## config.mk

```make
export PLATFORM = sky130hd
export DESIGN_NAME = bfr_queue
export DESIGN_NICKNAME = d
export VERILOG_FILES = /design/src/hw/rtl/bfr_pkg.sv /design/src/hw/rtl/bfr_queue.sv
export SDC_FILE = /design/constraint.sdc
export NUM_CORES = 1
export LEC_CHECK = 0
export BUFFER_PORTS_ARGS = -buffer_cell sky130_fd_sc_hd__buf_2
export CAP_MARGIN = 20
export CORE_MARGIN = 1.5
export CORE_UTILIZATION = 42
export DETAILED_ROUTE_END_ITERATION = 8
export PLACE_DENSITY = 0.63
export RECOVER_POWER = 50
export SYNTH_ARGS = -nofsm -noshare
export SYNTH_HDL_FRONTEND = slang
export SYNTH_SLANG_ARGS = --single-unit
```

## constraint.sdc

```tcl
create_clock -name clock -period 4.7 [get_ports clock]
set_input_delay 0.47 -clock clock [delete_from_list [all_inputs] [get_ports clock]]
set_output_delay 0.47 -clock clock [all_outputs]
set_load 0.03 [all_outputs]
```

## src/hw/rtl/bfr_pkg.sv

```systemverilog
// Shared constants, types and codes for the bitmap font text renderer.
package bfr_pkg;

   // Glyph geometry
   localparam int GLYPH_WIDTH  = 8;
   localparam int GLYPH_HEIGHT = 8;
   localparam int GLYPH_COUNT  = 256;

   // Glyph store: one bank per glyph row slot, one byte per glyph in each bank
   localparam int ROW_SLOTS  = 8;
   localparam int ROW_BITS   = 8;
   localparam int GLYPH_BITS = ROW_SLOTS * ROW_BITS;
   localparam int GLYPH_AW   = $clog2(GLYPH_COUNT);
   localparam int SLOT_W     = $clog2(ROW_SLOTS);
   localparam int COL_W      = $clog2(ROW_BITS);

   // Field widths
   localparam int CELL_W   = 10;
   localparam int PIX_W    = 13;
   localparam int BPP_W    = 3;
   localparam int STRIDE_W = PIX_W + BPP_W;
   localparam int NG_W     = 9;
   localparam int DATA_W   = 32;
   localparam int CSR_IW   = 3;

   // Screen size in cells is capped at this many
   localparam int MAX_CELLS = 1024;

   // Work queue between front and back
   localparam int QUEUE_DEPTH = 4;
   localparam int QUEUE_AW    = $clog2(QUEUE_DEPTH);
   localparam int QUEUE_CW    = $clog2(QUEUE_DEPTH + 1);

   // Control characters
   localparam logic [7:0] CHAR_LF  = 8'h0A;
   localparam logic [7:0] CHAR_CR  = 8'h0D;
   localparam logic [7:0] CHAR_TAB = 8'h09;
   localparam int         TAB_STOP = 4;

   typedef enum logic {
      REQ_LOAD = 1'b0,
      REQ_PUT  = 1'b1
   } req_kind_type;

   typedef enum logic [CSR_IW-1:0] {
      CSR_FRAME_BASE  = 3'd0,
      CSR_WIDTH_PX    = 3'd1,
      CSR_HEIGHT_PX   = 3'd2,
      CSR_BPP         = 3'd3,
      CSR_DEFAULT_FG  = 3'd4,
      CSR_DEFAULT_BG  = 3'd5,
      CSR_NUM_GLYPHS  = 3'd6
   } csr_index_type;

   // Configuration as seen by front and back
   typedef struct packed {
      logic [DATA_W-1:0]   frame_base;
      logic [PIX_W-1:0]    width_px;
      logic [PIX_W-1:0]    height_px;
      logic [BPP_W-1:0]    bpp;
      logic [DATA_W-1:0]   default_fg;
      logic [DATA_W-1:0]   default_bg;
      logic [NG_W-1:0]     num_glyphs;
      logic [STRIDE_W-1:0] stride;
   } cfg_type;

   // One character to draw: top-left pixel of the rightmost glyph column,
   // the glyph rows and the two colors
   typedef struct packed {
      logic [DATA_W-1:0]     addr;
      logic [GLYPH_BITS-1:0] glyph;
      logic [DATA_W-1:0]     fg;
      logic [DATA_W-1:0]     bg;
   } job_type;

endpackage

```

## src/hw/rtl/bfr_queue.sv

```systemverilog
// Short job queue between front end and pixel back end.
module bfr_queue (
   input  logic                         clock,
   input  logic                         reset,
   input  logic                         push,
   input  bfr_pkg::job_type             push_job,
   input  logic                         pop,
   output logic                         empty,
   output bfr_pkg::job_type             head,
   output logic [bfr_pkg::QUEUE_CW-1:0] count
);
   import bfr_pkg::*;

   job_type               entry_ff [QUEUE_DEPTH];
   logic [QUEUE_AW-1:0]   wr_ptr_ff, wr_ptr_in;
   logic [QUEUE_AW-1:0]   rd_ptr_ff, rd_ptr_in;
   logic [QUEUE_CW-1:0]   count_ff, count_in;

   // Pointers wrap over the entries
   always_comb begin
      wr_ptr_in = wr_ptr_ff;
      rd_ptr_in = rd_ptr_ff;
      count_in  = count_ff;
      if (push) begin
         wr_ptr_in = (wr_ptr_ff == QUEUE_AW'(QUEUE_DEPTH - 1)) ? '0
                   : wr_ptr_ff + QUEUE_AW'(1);
      end
      if (pop) begin
         rd_ptr_in = (rd_ptr_ff == QUEUE_AW'(QUEUE_DEPTH - 1)) ? '0
                   : rd_ptr_ff + QUEUE_AW'(1);
      end
      if (push && !pop) begin
         count_in = count_ff + QUEUE_CW'(1);
      end else if (pop && !push) begin
         count_in = count_ff - QUEUE_CW'(1);
      end
   end

   always_ff @(posedge clock) begin
      if (reset) begin
         wr_ptr_ff <= '0;
         rd_ptr_ff <= '0;
         count_ff  <= '0;
      end else begin
         wr_ptr_ff <= wr_ptr_in;
         rd_ptr_ff <= rd_ptr_in;
         count_ff  <= count_in;
      end
   end

   // Entry storage
   always_ff @(posedge clock) begin
      if (push) begin
         entry_ff[wr_ptr_ff] <= push_job;
      end
   end

   assign empty = count_ff == '0;
   assign head  = entry_ff[rd_ptr_ff];
   assign count = count_ff;

   a_no_overflow: assert property (@(posedge clock) disable iff (reset)
      push |-> (count_ff != QUEUE_CW'(QUEUE_DEPTH)))
      else $error("job queue written while full");

   a_no_underflow: assert property (@(posedge clock) disable iff (reset)
      pop |-> (count_ff != '0))
      else $error("job queue read while empty");

endmodule

```

Word level (Yosys, flattened, before mapping)
Memory sizes are Yosys's and may differ from the RTL's. A register that Yosys moved wholly into a read port is not among the register bits.
Cells that the tools add are included.
Widths: inputs -> output; s select.
- memories kept: 1
- output and inout bits: 164
- RAM bits: 640
- flip-flop bits (word level): 7
- word-level logic and storage cells: 24
- bits of input ports: 164
- equality and inequality tests: 2
- mux-type cells: 8
- add/sub/neg operators: 4
- reduce and logical (&&, ||, !) cells: 6
- memory list (name ; words ; bits a word ; read ports ; clocked after Yosys merged registers in ; write ports ; RTL line ; source):
    entry_ff ; 4 ; 160 ; 1 ; 1 ; 1 ; bfr_queue.sv:14 ; job_type entry_ff [QUEUE_DEPTH];
- operators with widths (operator ; number):
    $mux 2 ; 4
    $mux 3 ; 2
    $add 2x1->2 const B ; 2
    $eq 2x2->1 const B ; 2
    $add 3x1->3 const B ; 1
    $logic_not 3->1 ; 1
    $sub 3x1->3 const B ; 1
    $logic_and 1x1->1 ; 2
    $logic_not 1->1 ; 2
    $mux 1 ; 2
    $reduce_bool 2->1 ; 1

Depth between registers and ports, before layout
- depth after elaboration: 4
- depth in mapped cells: 7
- depth with buffers taken out: 7

Worst setup path after synthesis
No wires, ideal clock.
- path type: register -> register
- from: register wr_ptr_ff[0]
- to: memory entry_ff[0][0] in the netlist's numbering (enable)
- data arrival time: 4196 ps
- period minus slack after synthesis: 4734 ps
- required time: 4162 ps
- slack: -34 ps
- library setup time: 538 ps
- buffers on the path: 0
- stages on the path, launching flop included: 4
- path through: dfxtp_1 inv_1 ha_1 and2_1
- RTL lines (item ; RTL line ; source):
    start, declared ; bfr_queue.sv:15 ; logic [QUEUE_AW-1:0] wr_ptr_ff, wr_ptr_in;
    start signal, assigned ; bfr_queue.sv:45 ; wr_ptr_ff <= wr_ptr_in;
    end, declared ; bfr_queue.sv:14 ;
Straight into the memory's write port.

Worst setup path after layout
- from: register wr_ptr_ff[0]
- to: memory entry_ff[1][117] in the netlist's numbering (enable)
Straight into the memory's write port.

==> qor.yml <==
run_status:
  outcome: "finished, violations left"
  violations: "capacitance limit, slew limit"
grt:
  grt_pass1_wl_um: 68200
  grt_usage_pct: 16.1
  grt_max_degree: 63
  grt_pass1_vias: 11168
  antenna_found_initial: 8
  grt-ovfl-total: 0
layout:
  instances_no_fill: 2061
  areaGrowthSynthToFinish_pct: 19.1
  nNetsFinal: 1427
  finish.instance_area_mm2: 0.0280
  layout-drive-gt1-share_pct: 32.9
sta:
  fin_ws_ns: 1.13
  rsz0062_at_grt: "false"
  hold_viol: 0
  setup_viol: 0
  tns_ns: 0
  slew_violations: 185
  worstMarginPinSlew_ns: 3.05
  fin_crit_sh_pct: 76.0
  relSlewSlack_pct: -104
  fin_skew_ns: 0.0188
  max_freq_ghz: 0.280
  period_needed_ns: 3.57
place:
  pre_cts_ws_ns: 2.04
  port-buffer-count: 327
  place_hpwl_um: 27000
  place_area_mm2: 0.0261
  gp_congestion: 0.692
  dp_cells: 1934
power_and_ir_drop:
  total_power_mw: 13.0
  clkPwrFrac_pct: 38.1
  seqPwrFrac_pct: 51.7
  swShare_pct: 23.5
  power.leakage_nw: 8.91
  ir_worst_vdd_mv: 0.325
  power_per_cell_area_mw_per_mm2: 465
  pwr-share-comb_pct: 10.1
  netSwitchingPower_mw: 3.05
  power.internal_mw: 9.95
detailed_routing:
  dr.pass1.iters: 4
  vias: 10451
  drt_iter0_drc: 509
  wl_um: 45600
  viasPerCell: 5.07
  drcViolationCount: 0
  drtAntennaViolNets: 0
  wire_per_inst_um: 22.1
logic_synthesis:
  synth_enable_flop_cells: 640
  yosysSeqAreaShare_pct: 82.6
  syn_area_per_cell_um2: 26.7
  netlist_area_mm2: 0.0235
  ys_async_sr_fraction_pct: 0
  synth_common_cells: "edfxtp_1 (640), mux4_2 (160), buf_2 (18)"
  synth_most_common_cell: "edfxtp_1"
  ys.flop_type: "edfxtp_1"
  synth_area_leaders: "edfxtp_1 (82%), mux4_2 (15%), dfxtp_1 (0.77%), buf_6 (0.53%), buf_2 (0.38%)"
  ys_ff_latch: 649
  yosys.area.top_type: "edfxtp_1"
  yosys_warnings: 0
  synth_top_area_share_pct: 81.8
  synth_fp_nets: 1050
  synth.distinct_cells: 18
  syn-instance-count: 879
worst_setup_path:
  cp-end-kind: "register"
  crit_fanout: 60
  critPathArrivalTime_ns: 3.82
  crit_required_ns: 4.94
  path_class: "register to register"
  crit_path_start_kind: "register"
  reg2regPathDepth: 3
clocking:
  cts_setup_buffers: 0
  htree_num_levels: 3
  cts_max_path_buffers: 3
  ctsRootBufferMaster: "clkbuf_16"
  cts_sinks: 649
  post_cts_resize_count: 0
  cts_tree: "done"
  cts.clk_slew.worst_paths_ns: 0.06
  insertion_delay_ns: 0.59
  holdBufCountCts: 0
  numCtsBuffers: 68
floorplanning:
  die-width_um: 240
  start_util_pct: 42.6
  num_rows: 86
  die_area_mm2: 0.0574
  core-area_mm2: 0.0552
  dieHeight_um: 240
  ios: 328
min_path:
  hp-class: "input pin to register"
  whs_path_depth: 1
job:
  drv_cap: 4
## state kept, by name, summed over array words and instances (netlist names), named ones only
signal / flops
rd_ptr_ff: 2
entry_ff: 640
count: 3
wr_ptr_ff: 2
## through the flow
stage / util (%) / hold slack [ns]
6_report: 50.7 / 0.130
5_1_grt: 50.7 / 0.110
4_1_cts: 51.0 / 0.0398
3_5_place_dp: 47.3 / 0.538
3_3_place_gp: 47.3 / 0.514
2_1_floorplan: - / 0.492
## final cells by class
class                      instances  area [um^2]
fill                            4418        27200
clock buffer                      91         1860
multi-input combinational        190         3840
tap                              748          936
inverter                           4         15.0
sequential                       649        19400
timing repair buffer             343         1690
antenna                            3         7.51
clock inverter                    33          214
## layer usage
| metal | wire length, um | vias to the layer above | GRT usage (%) |
|---|---|---|---|
| li1 | - | 4587 | - |
| met1 | 19100 | 5492 | 21.0 |
| met2 | 21500 | 292 | 24.8 |
| met3 | 4060 | 68 | 6.00 |
| met4 | 905 | 12 | 5.66 |
| met5 | 81 | - | 0 |
## worst max-delay path, stage by stage (launching register included)
cell and delay (ns):
dfxtp_1 0.40, ha_1 0.16, and2_1 2.14, buf_12 0.40
## power groups by stage
stage	registers, mW	logic [mW]	clock network (mW)
2_1_floorplan	6.82	0.907	0
3_3_place_gp	6.83	1.35	0
3_5_place_dp	6.85	1.36	0
4_1_cts	6.72	1.37	5.10
5_1_grt	6.75	1.41	5.32
6_report	6.72	1.32	4.96
## final timing paths
path                                   from                    endpoint  slack, ns
hold / removal                 push_job[82]   entry_ff[0][82]$_DFFE_PP_       0.13
setup / recovery  wr_ptr_ff[0]$_SDFFE_PP0P_  entry_ff[1][117]$_DFFE_PP_       1.13
hold reg to reg   rd_ptr_ff[1]$_SDFFE_PP0P_                    register       0.55
setup reg to reg  wr_ptr_ff[0]$_SDFFE_PP0P_  entry_ff[1][117]$_DFFE_PP_       1.13
## placed cells by master, fill, tap and decap left out
| cell type | count |
|---|---|
| clkbuf_8 | 1 |
| clkinv_2 | 7 |
| inv_6 | 3 |
| clkinv_1 | 16 |
| clkinvlp_4 | 4 |
| or3_1 | 1 |
| bufinv_16 | 1 |
| diode_2 | 3 |
| xor2_1 | 2 |
| o21ai_0 | 1 |
| ha_1 | 6 |
| mux2i_1 | 4 |
| dfxtp_4 | 2 |
| buf_4 | 5 |
| nor2_1 | 7 |
| clkbuf_16 | 71 |
| dfxtp_1 | 7 |
| nor3b_1 | 1 |
| inv_1 | 4 |
| buf_2 | 164 |
| edfxtp_1 | 640 |
| and2_1 | 4 |
| fa_1 | 1 |
| a21oi_1 | 2 |
| buf_12 | 11 |
| clkbuf_1 | 182 |
| nor3_1 | 1 |
| clkinv_8 | 2 |
| mux4_2 | 160 |
## logic make-up after synthesis
family | Yosys count | share of synthesized area [%]
AND/OR/NAND/NOR | 14 | 0.298
buffers and inverters | 40 | 1.09
multiplexers | 164 | 15.5
adder cells (fa/ha/maj) | 7 | 0.405
flip-flops | 649 | 82.6
AO/OA/AOI/OAI | 3 | 0.0639
XOR/XNOR | 2 | 0.0746
(Power assumes the default switching activity.)
