[config.mk]
export PLATFORM = sky130hd
export DESIGN_NAME = bfr_back
export DESIGN_NICKNAME = d
export VERILOG_FILES = /design/src/hw/rtl/bfr_pkg.sv /design/src/hw/rtl/bfr_back.sv
export SDC_FILE = /design/constraint.sdc
export NUM_CORES = 1
export LEC_CHECK = 0
export BUFFER_PORTS_ARGS = -buffer_cell sky130_fd_sc_hd__buf_2
export CORE_UTILIZATION = 30
export DETAILED_ROUTE_END_ITERATION = 16
export GPL_TIMING_DRIVEN = 0
export RECOVER_POWER = 50
export SLEW_MARGIN = 20
export SYNTH_ARGS = -nofsm -noshare
export SYNTH_HDL_FRONTEND = slang
export SYNTH_SLANG_ARGS = --single-unit
[constraint.sdc]
create_clock -name clock -period 6.9 [get_ports clock]
set_clock_uncertainty 0.2 [all_clocks]
set_input_delay 1.38 -clock clock [delete_from_list [all_inputs] [get_ports clock]]
set_output_delay 1.38 -clock clock [all_outputs]
set_load 0.01 [all_outputs]
[src/hw/rtl/bfr_pkg.sv]
// Shared constants, types and codes for the bitmap font text renderer.
package bfr_pkg;

   // Glyph geometry
   localparam int GLYPH_WIDTH  = 8;
   localparam int GLYPH_HEIGHT = 8;
   localparam int GLYPH_COUNT  = 256;

   // Glyph store: one bank per glyph row slot, one byte per glyph in each bank
   localparam int ROW_SLOTS  = 8;
   localparam int ROW_BITS   = 8;
   localparam int GLYPH_BITS = ROW_SLOTS * ROW_BITS;
   localparam int GLYPH_AW   = $clog2(GLYPH_COUNT);
   localparam int SLOT_W     = $clog2(ROW_SLOTS);
   localparam int COL_W      = $clog2(ROW_BITS);

   // Field widths
   localparam int CELL_W   = 10;
   localparam int PIX_W    = 13;
   localparam int BPP_W    = 3;
   localparam int STRIDE_W = PIX_W + BPP_W;
   localparam int NG_W     = 9;
   localparam int DATA_W   = 32;
   localparam int CSR_IW   = 3;

   // Screen size in cells is capped at this many
   localparam int MAX_CELLS = 1024;

   // Work queue between front and back
   localparam int QUEUE_DEPTH = 4;
   localparam int QUEUE_AW    = $clog2(QUEUE_DEPTH);
   localparam int QUEUE_CW    = $clog2(QUEUE_DEPTH + 1);

   // Control characters
   localparam logic [7:0] CHAR_LF  = 8'h0A;
   localparam logic [7:0] CHAR_CR  = 8'h0D;
   localparam logic [7:0] CHAR_TAB = 8'h09;
   localparam int         TAB_STOP = 4;

   typedef enum logic {
      REQ_LOAD = 1'b0,
      REQ_PUT  = 1'b1
   } req_kind_type;

   typedef enum logic [CSR_IW-1:0] {
      CSR_FRAME_BASE  = 3'd0,
      CSR_WIDTH_PX    = 3'd1,
      CSR_HEIGHT_PX   = 3'd2,
      CSR_BPP         = 3'd3,
      CSR_DEFAULT_FG  = 3'd4,
      CSR_DEFAULT_BG  = 3'd5,
      CSR_NUM_GLYPHS  = 3'd6
   } csr_index_type;

   // Configuration as seen by front and back
   typedef struct packed {
      logic [DATA_W-1:0]   frame_base;
      logic [PIX_W-1:0]    width_px;
      logic [PIX_W-1:0]    height_px;
      logic [BPP_W-1:0]    bpp;
      logic [DATA_W-1:0]   default_fg;
      logic [DATA_W-1:0]   default_bg;
      logic [NG_W-1:0]     num_glyphs;
      logic [STRIDE_W-1:0] stride;
   } cfg_type;

   // One character to draw: top-left pixel of the rightmost glyph column,
   // the glyph rows and the two colors
   typedef struct packed {
      logic [DATA_W-1:0]     addr;
      logic [GLYPH_BITS-1:0] glyph;
      logic [DATA_W-1:0]     fg;
      logic [DATA_W-1:0]     bg;
   } job_type;

endpackage

[src/hw/rtl/bfr_back.sv]
// Back end: walks one glyph column by column and emits a pixel write word
// per glyph bit into the result register.
module bfr_back (
   input  logic                       clock,
   input  logic                       reset,
   input  bfr_pkg::cfg_type           cfg,
   input  logic                       q_empty,
   input  bfr_pkg::job_type           q_head,
   output logic                       q_pop,
   output logic                       rsp_empty,
   input  logic                       rsp_pop,
   output logic [bfr_pkg::DATA_W-1:0] rsp_pixel_address,
   output logic [bfr_pkg::DATA_W-1:0] rsp_pixel_value,
   output logic                       rsp_last
);
   import bfr_pkg::*;

   localparam logic [COL_W-1:0]  W_LAST = COL_W'(GLYPH_WIDTH - 1);
   localparam logic [SLOT_W-1:0] H_LAST = SLOT_W'(GLYPH_HEIGHT - 1);

   logic              busy_ff, busy_in;
   job_type           job_ff, job_in;
   logic [COL_W-1:0]  w_ff, w_in;
   logic [SLOT_W-1:0] h_ff, h_in;
   logic [DATA_W-1:0] addr_ff, addr_in;
   logic [DATA_W-1:0] colbase_ff, colbase_in;

   logic              out_valid_ff, out_valid_in;
   logic [DATA_W-1:0] out_addr_ff, out_addr_in;
   logic [DATA_W-1:0] out_value_ff, out_value_in;
   logic              out_last_ff, out_last_in;

   logic              emit, is_last, load;
   logic [DATA_W-1:0] next_col;

   assign emit     = busy_ff && (!out_valid_ff || rsp_pop);
   assign is_last  = (w_ff == W_LAST) && (h_ff == H_LAST);
   assign load     = !q_empty && (!busy_ff || (emit && is_last));
   assign q_pop    = load;
   assign next_col = colbase_ff - DATA_W'(cfg.bpp);

   // Walk: down the column by stride, then one pixel left to the next column
   always_comb begin
      busy_in    = busy_ff;
      job_in     = job_ff;
      w_in       = w_ff;
      h_in       = h_ff;
      addr_in    = addr_ff;
      colbase_in = colbase_ff;
      if (load) begin
         busy_in    = 1'b1;
         job_in     = q_head;
         w_in       = '0;
         h_in       = '0;
         addr_in    = q_head.addr;
         colbase_in = q_head.addr;
      end else if (emit) begin
         if (is_last) begin
            busy_in = 1'b0;
         end
         if (h_ff == H_LAST) begin
            h_in       = '0;
            w_in       = w_ff + COL_W'(1);
            colbase_in = next_col;
            addr_in    = next_col;
         end else begin
            h_in    = h_ff + SLOT_W'(1);
            addr_in = addr_ff + DATA_W'(cfg.stride);
         end
      end
   end

   // Result register
   always_comb begin
      out_valid_in = out_valid_ff;
      out_addr_in  = out_addr_ff;
      out_value_in = out_value_ff;
      out_last_in  = out_last_ff;
      if (emit) begin
         out_valid_in = 1'b1;
         out_addr_in  = addr_ff;
         out_value_in = job_ff.glyph[{h_ff, w_ff}] ? job_ff.fg : job_ff.bg;
         out_last_in  = is_last;
      end else if (rsp_pop) begin
         out_valid_in = 1'b0;
      end
   end

   always_ff @(posedge clock) begin
      if (reset) begin
         busy_ff      <= 1'b0;
         out_valid_ff <= 1'b0;
         w_ff         <= '0;
         h_ff         <= '0;
      end else begin
         busy_ff      <= busy_in;
         out_valid_ff <= out_valid_in;
         w_ff         <= w_in;
         h_ff         <= h_in;
      end
   end

   always_ff @(posedge clock) begin
      job_ff       <= job_in;
      addr_ff      <= addr_in;
      colbase_ff   <= colbase_in;
      out_addr_ff  <= out_addr_in;
      out_value_ff <= out_value_in;
      out_last_ff  <= out_last_in;
   end

   assign rsp_empty         = !out_valid_ff;
   assign rsp_pixel_address = out_addr_ff;
   assign rsp_pixel_value   = out_value_ff;
   assign rsp_last          = out_last_ff;

   a_mid_glyph_busy: assert property (@(posedge clock) disable iff (reset)
      (emit && !is_last) |=> busy_ff)
      else $error("back end went idle inside a glyph");

   a_load_restarts: assert property (@(posedge clock) disable iff (reset)
      load |=> (busy_ff && (w_ff == '0) && (h_ff == '0)))
      else $error("new glyph did not start at its first pixel");

endmodule
======== Yosys cells after proc, flatten, opt, wreduce, memory -nomap -nowiden ========
Cells that the tools add are included.
operators by class
  $add $sub $neg .......................... 4
  $lt $le $gt $ge ......................... 1
  eq/ne operators ......................... 2
  muxes and demuxes ....................... 15
  reduce and logical (&&, ||, !) cells .... 17
operators with widths
  kind                                                                          number
  32-bit 2-to-1 mux                                                             7
  32-bit by 16-bit adder with 32-bit output                                     1
  32-bit by 3-bit subtractor with 32-bit output                                 1
  2-bit nonzero test                                                            4
  6-bit by 7-bit less-than comparator with 1-bit output, second input constant  1
  3-bit by 1-bit adder with 3-bit output, second input constant                 2
  1-bit binary-select mux with 6-bit select                                     1
  3-bit equality test, second input constant                                    2
  1-bit 2-to-1 mux                                                              6
  2-bit AND reduction                                                           3
  1-bit logical AND                                                             4
  1-bit logical NOT                                                             3
  3-bit 2-to-1 mux                                                              1
  1-bit logical OR                                                              2
  2-bit OR reduction                                                            1
word-level totals
  register bits after elaboration ......... 265
  input port bits ......................... 314
  output and inout bits ................... 67

======== Depth between registers and ports, before layout ========
  depth after elaboration ................. 8
  mapped depth ............................ 12
  mapped depth without buffers ............ 10

======== Worst setup path before layout ========
Ideal clock, no wire load.
  path kind ............................... input port to output port
  start ................................... input port rsp_pop
  end ..................................... output port q_pop
  arrival ................................. 5,697 ps
  data required time ...................... 5,320 ps
  path slack .............................. -377 ps
  stages .................................. 6
  path through ............................ nor2b_1 o21ai_0 nand2b_1 clkbuf_1 clkinv_1 clkbuf_1
between the ends
  word-level cells in the longest chain between the ends .. 5
RTL lines
  item               line            source
  from (decl)        bfr_back.sv:11  input logic rsp_pop,
  1-bit logical OR   bfr_back.sv:36  assign emit = busy_ff && (!out_valid_ff || rsp_pop);
  1-bit logical AND  bfr_back.sv:36
  1-bit logical AND  bfr_back.sv:38  assign load = !q_empty && (!busy_ff || (emit && is_last));
  1-bit logical OR   bfr_back.sv:38
  1-bit logical AND  bfr_back.sv:38
  to (decl)          bfr_back.sv:9   output logic q_pop,
No other way between the ends.

======== Worst setup path after layout ========
  start ................................... input port rsp_pop
  end ..................................... register out_addr_ff[11] (netlist: rsp_pixel_address[11]), enable pin
between the ends
  word-level cells in the longest chain between the ends .. 2
RTL lines
  item                  line             source
  1-bit logical OR      bfr_back.sv:36
  1-bit logical AND     bfr_back.sv:36
  named net emit        bfr_back.sv:33   logic emit, is_last, load;
  to (signal assigned)  bfr_back.sv:107  out_addr_ff <= out_addr_in;
  to (decl)             bfr_back.sv:29   logic [DATA_W-1:0] out_addr_ff, out_addr_in;
The timed path passes the listed nets, and every way through them passes these cells.
A chain may end at the register's enable or synchronous reset.

==> key figures <==
Clock network
  – CTS tree: built
  – CTS resizes: 0
  – Sink Count: 265
  – Post-CTS setup buffers: 0
  – CTS clk-pin slew, worst paths: 60 ps
  – Hold_buf cts: 0
  – Total CTS buffers: 29
  – H-tree levels: 1
  – Clk root buf: clkbuf_16
  – Max Root-Sink Buffers: 3
  – Clock latency on the worst-skew pair: 550 ps

STA
  – Final Max Tran Viols: 49
  – Fin Setup TNS: 0 ps
  – Fmax: 208 MHz
  – Setup ws final: 2090 ps
  – Tightest Pin Transition: 2800 ps
  – Finish-stage setup viols: 0
  – Slew headroom: -86.4%
  – Final min period: 4810 ps
  – Hold Fails Final Rpt: 0
  – RSZ-0062 raised after global routing: no
  – Final period util: 69.8%

Critical path
  – CP max FO: 48
  – CP arrival: 4500 ps
  – Reg2reg start: out_valid_ff$_SDFFE_PP0P_
  – R2R Setup Slk: 2620 ps
  – CP Class: input pin to register
  – CP required: 6590 ps
  – Type of origin of the critical path: input pin
  – R2R depth: 4
  – FF-to-FF End: rsp_pixel_address[11]$_DFFE_PP_
  – Crit. End Element: register

Global route
  – Antenna violations before repair: 2
  – First-pass GRT wire length: 43.2 mm
  – Global-route usage over all layers: 14.4%
  – Remaining Overflow, GRT: 0
  – Largest net degree at the start of global routing: 84
  – Vias in the first global route: 7579

Final layout
  – Area grow syn2layout: 24.0%
  – Share of post-route cells with drive strength above 1: 27.5%
  – Footprint of the multi-input gates: 3600 sq um
  – Fillcell total: 3718
  – FF+latch area: 7880 sq um
  – Antenna Cells: 0
  – Final #Nets: 1408

Yosys
  – YS warnings: 0
  – Synth Cell Area: 11700 sq um
  – Number of synthesized flops with an enable pin: 257
  – Post-synth top flop: edfxtp_1
  – Syn Inst Count: 786
  – Syn_nets: 1125
  – Flops & latches, synth: 265
  – FFs w/ async S/R, synth: 0%
  – Post-synth cell types: 63
  – Avg Cell Area, Syn: 14.9 sq um
  – Post-synthesis sequential area ratio: 67.4%

Pwr
  – PD cells: 289 nW/um^2
  – Peak supply drop: 0.223 mV
  – Total power: 4.18 mW
  – Pleak: 5.25 nW

Routing
  – Final ANT Viol Nets: 0
  – Vias per cell: 4.67
  – DR WL/cell: 18.2 um
  – Drt drc: 0
  – Via count: 7471
  – 1st-iter DRT viols: 387
  – Final WL: 29.2 mm
  – Router iterations before antenna repair: 5

Floorplanning
  – Die X: 199 um
  – Die ar.: 39700 sq um
  – Core area: 38000 sq um
  – Rows: 71
  – Die Span Y: 199 um
  – # IOs: 381
  – Initial Utilization: 30.7%

Min path
  – Hold Crit Start: addr_ff[9]$_DFFE_PP_
  – Class of the tightest hold or removal check: register to register
  – Cells on Worst Hold Path: 0
  – Hold Path End: rsp_pixel_address[9]$_DFFE_PP_

Place
  – DP Wirelength: 21.3 mm
  – I/O Buffers: 248
  – Pre-CTS WS: 2070 ps
  – GPL Wtd Cong: 0.825

Outcome
  – Status: finished, violations left
  – Failing checks: capacitance limit, slew limit

Flow run
  – Max Cap Viol: 1
metal layers:
metal	routed length, um	share of wire [%]	global-route usage, %
met5	23	0.079	0
met1	12200	42	18.6
met4	661	2.3	4.07
met3	2070	7.1	3.58
met2	14200	49	24.0
how the worst max path moves through the flow:
stage | to | slack, ps | from
floorplan | q_pop | 1590 | rsp_pop
global placement | q_pop | 160 | rsp_pop
detailed placement | addr_ff[24]$_DFFE_PP_ | 2070 | cfg[0]
CTS | q_pop | 2190 | h_ff[0]$_SDFFE_PP0P_
global route | rsp_pixel_address[13]$_DFFE_PP_ | 1680 | rsp_pop
finish | rsp_pixel_address[11]$_DFFE_PP_ | 2090 | rsp_pop
per-stage QoR:
step | util, % | instance area (sq um) | hold slack (ps) | cells
floorplan | - | 11700 | 231 | 786
global placement | 35.7 | 13600 | 241 | 1545
detailed placement | 36.0 | 13700 | 243 | 1549
CTS | 38.4 | 14600 | 257 | 1601
global route | 38.1 | 14500 | 271 | 1601
finish | 38.1 | 14500 | 254 | 1601
Yosys cell counts (3+ instances only):
cell type,n,area (sq um)
mux2_4,30,450
nor4_1,3,18.8
xor2_1,18,158
buf_1,4,15.0
nor3_1,20,100
ha_1,23,288
nand2b_1,4,25.0
a221oi_1,6,52.6
nor2_1,80,300
nand3b_1,6,45.0
a211oi_1,4,30.0
nor2b_1,4,25.0
inv_1,15,56.3
clkbuf_1,17,63.8
and3_1,4,25.0
buf_6,5,56.3
o2111ai_1,3,26.3
dfxtp_1,8,160
o21bai_1,3,22.5
xnor2_1,31,272
a21o_1,5,37.5
o221ai_1,5,43.8
edfxtp_1,257,7720
or2_2,3,18.8
a211o_1,3,26.3
and2_1,5,31.3
mux2_2,7,78.8
nand2_1,48,180
mux2i_1,10,100
o21ai_0,23,115
a21oi_1,59,295
mux4_2,20,450
nand3_1,16,80.1
kinds of logic after synthesis:
logic type	after synthesis	synth area share [%]
buf+inv	44	1.76
xor+xnor	49	3.67
flops	265	67.4
fa+ha+maj	25	2.81
compound gates	130	6.90
simple gates	206	8.19
mux	67	9.24
power breakdown:
group	internal (mW)	leakage, nW	switching, mW
Sequential	1.96	2.51	0.0697
Clock	0.882	0.442	0.630
Combinational	0.277	2.30	0.371
Total	3.11	5.25	1.07
final cells by class:
type | instances | share of cell area, %
plain buffers | 28 | 1.07
clock buffers | 37 | 5.22
clock inverters | 15 | 1.07
inverters | 16 | 0.423
multi-input cells | 477 | 24.9
flip-flops and latches | 265 | 54.4
well taps | 511 | 4.42
repair buffers | 252 | 8.51
worst max-delay path, stage by stage:
cell	delay [ps]
buf_2	110
o21ai_0	460
clkinvlp_2	1200
clkbuf_1	1330
cell usage in the layout (no fill, tap or decap), types with 4 or more instances in the layout:
master     count
clkbuf_1      95
nor3_1        20
nor2b_1        4
a221oi_1       6
clkbuf_16     29
ha_1          23
o221ai_1       5
nand3_1       16
clkinv_2       6
nand2b_1       4
a211oi_1       4
buf_1          4
inv_1         14
mux2_4        30
mux4_2        20
xnor2_1       31
nand3b_1       6
buf_2        179
o21ai_0       23
buf_6          5
a21o_1         5
mux2_2         7
dfxtp_1        8
edfxtp_1     257
mux2i_1       10
nor2_1        80
and2_1         5
clkinv_1       4
nand2_1       46
and3_1         4
xor2_1        18
a21oi_1       59
registers in the layout, summed over array words and instances, names as in the netlist:
register           cells
addr_ff               32
busy_ff                1
colbase_ff            32
h_ff                   3
job_ff               128
out_valid_ff           1
rsp_last               1
rsp_pixel_address     32
rsp_pixel_value       32
w_ff                   3
No activity file was read; power rests on OpenSTA's default activity.
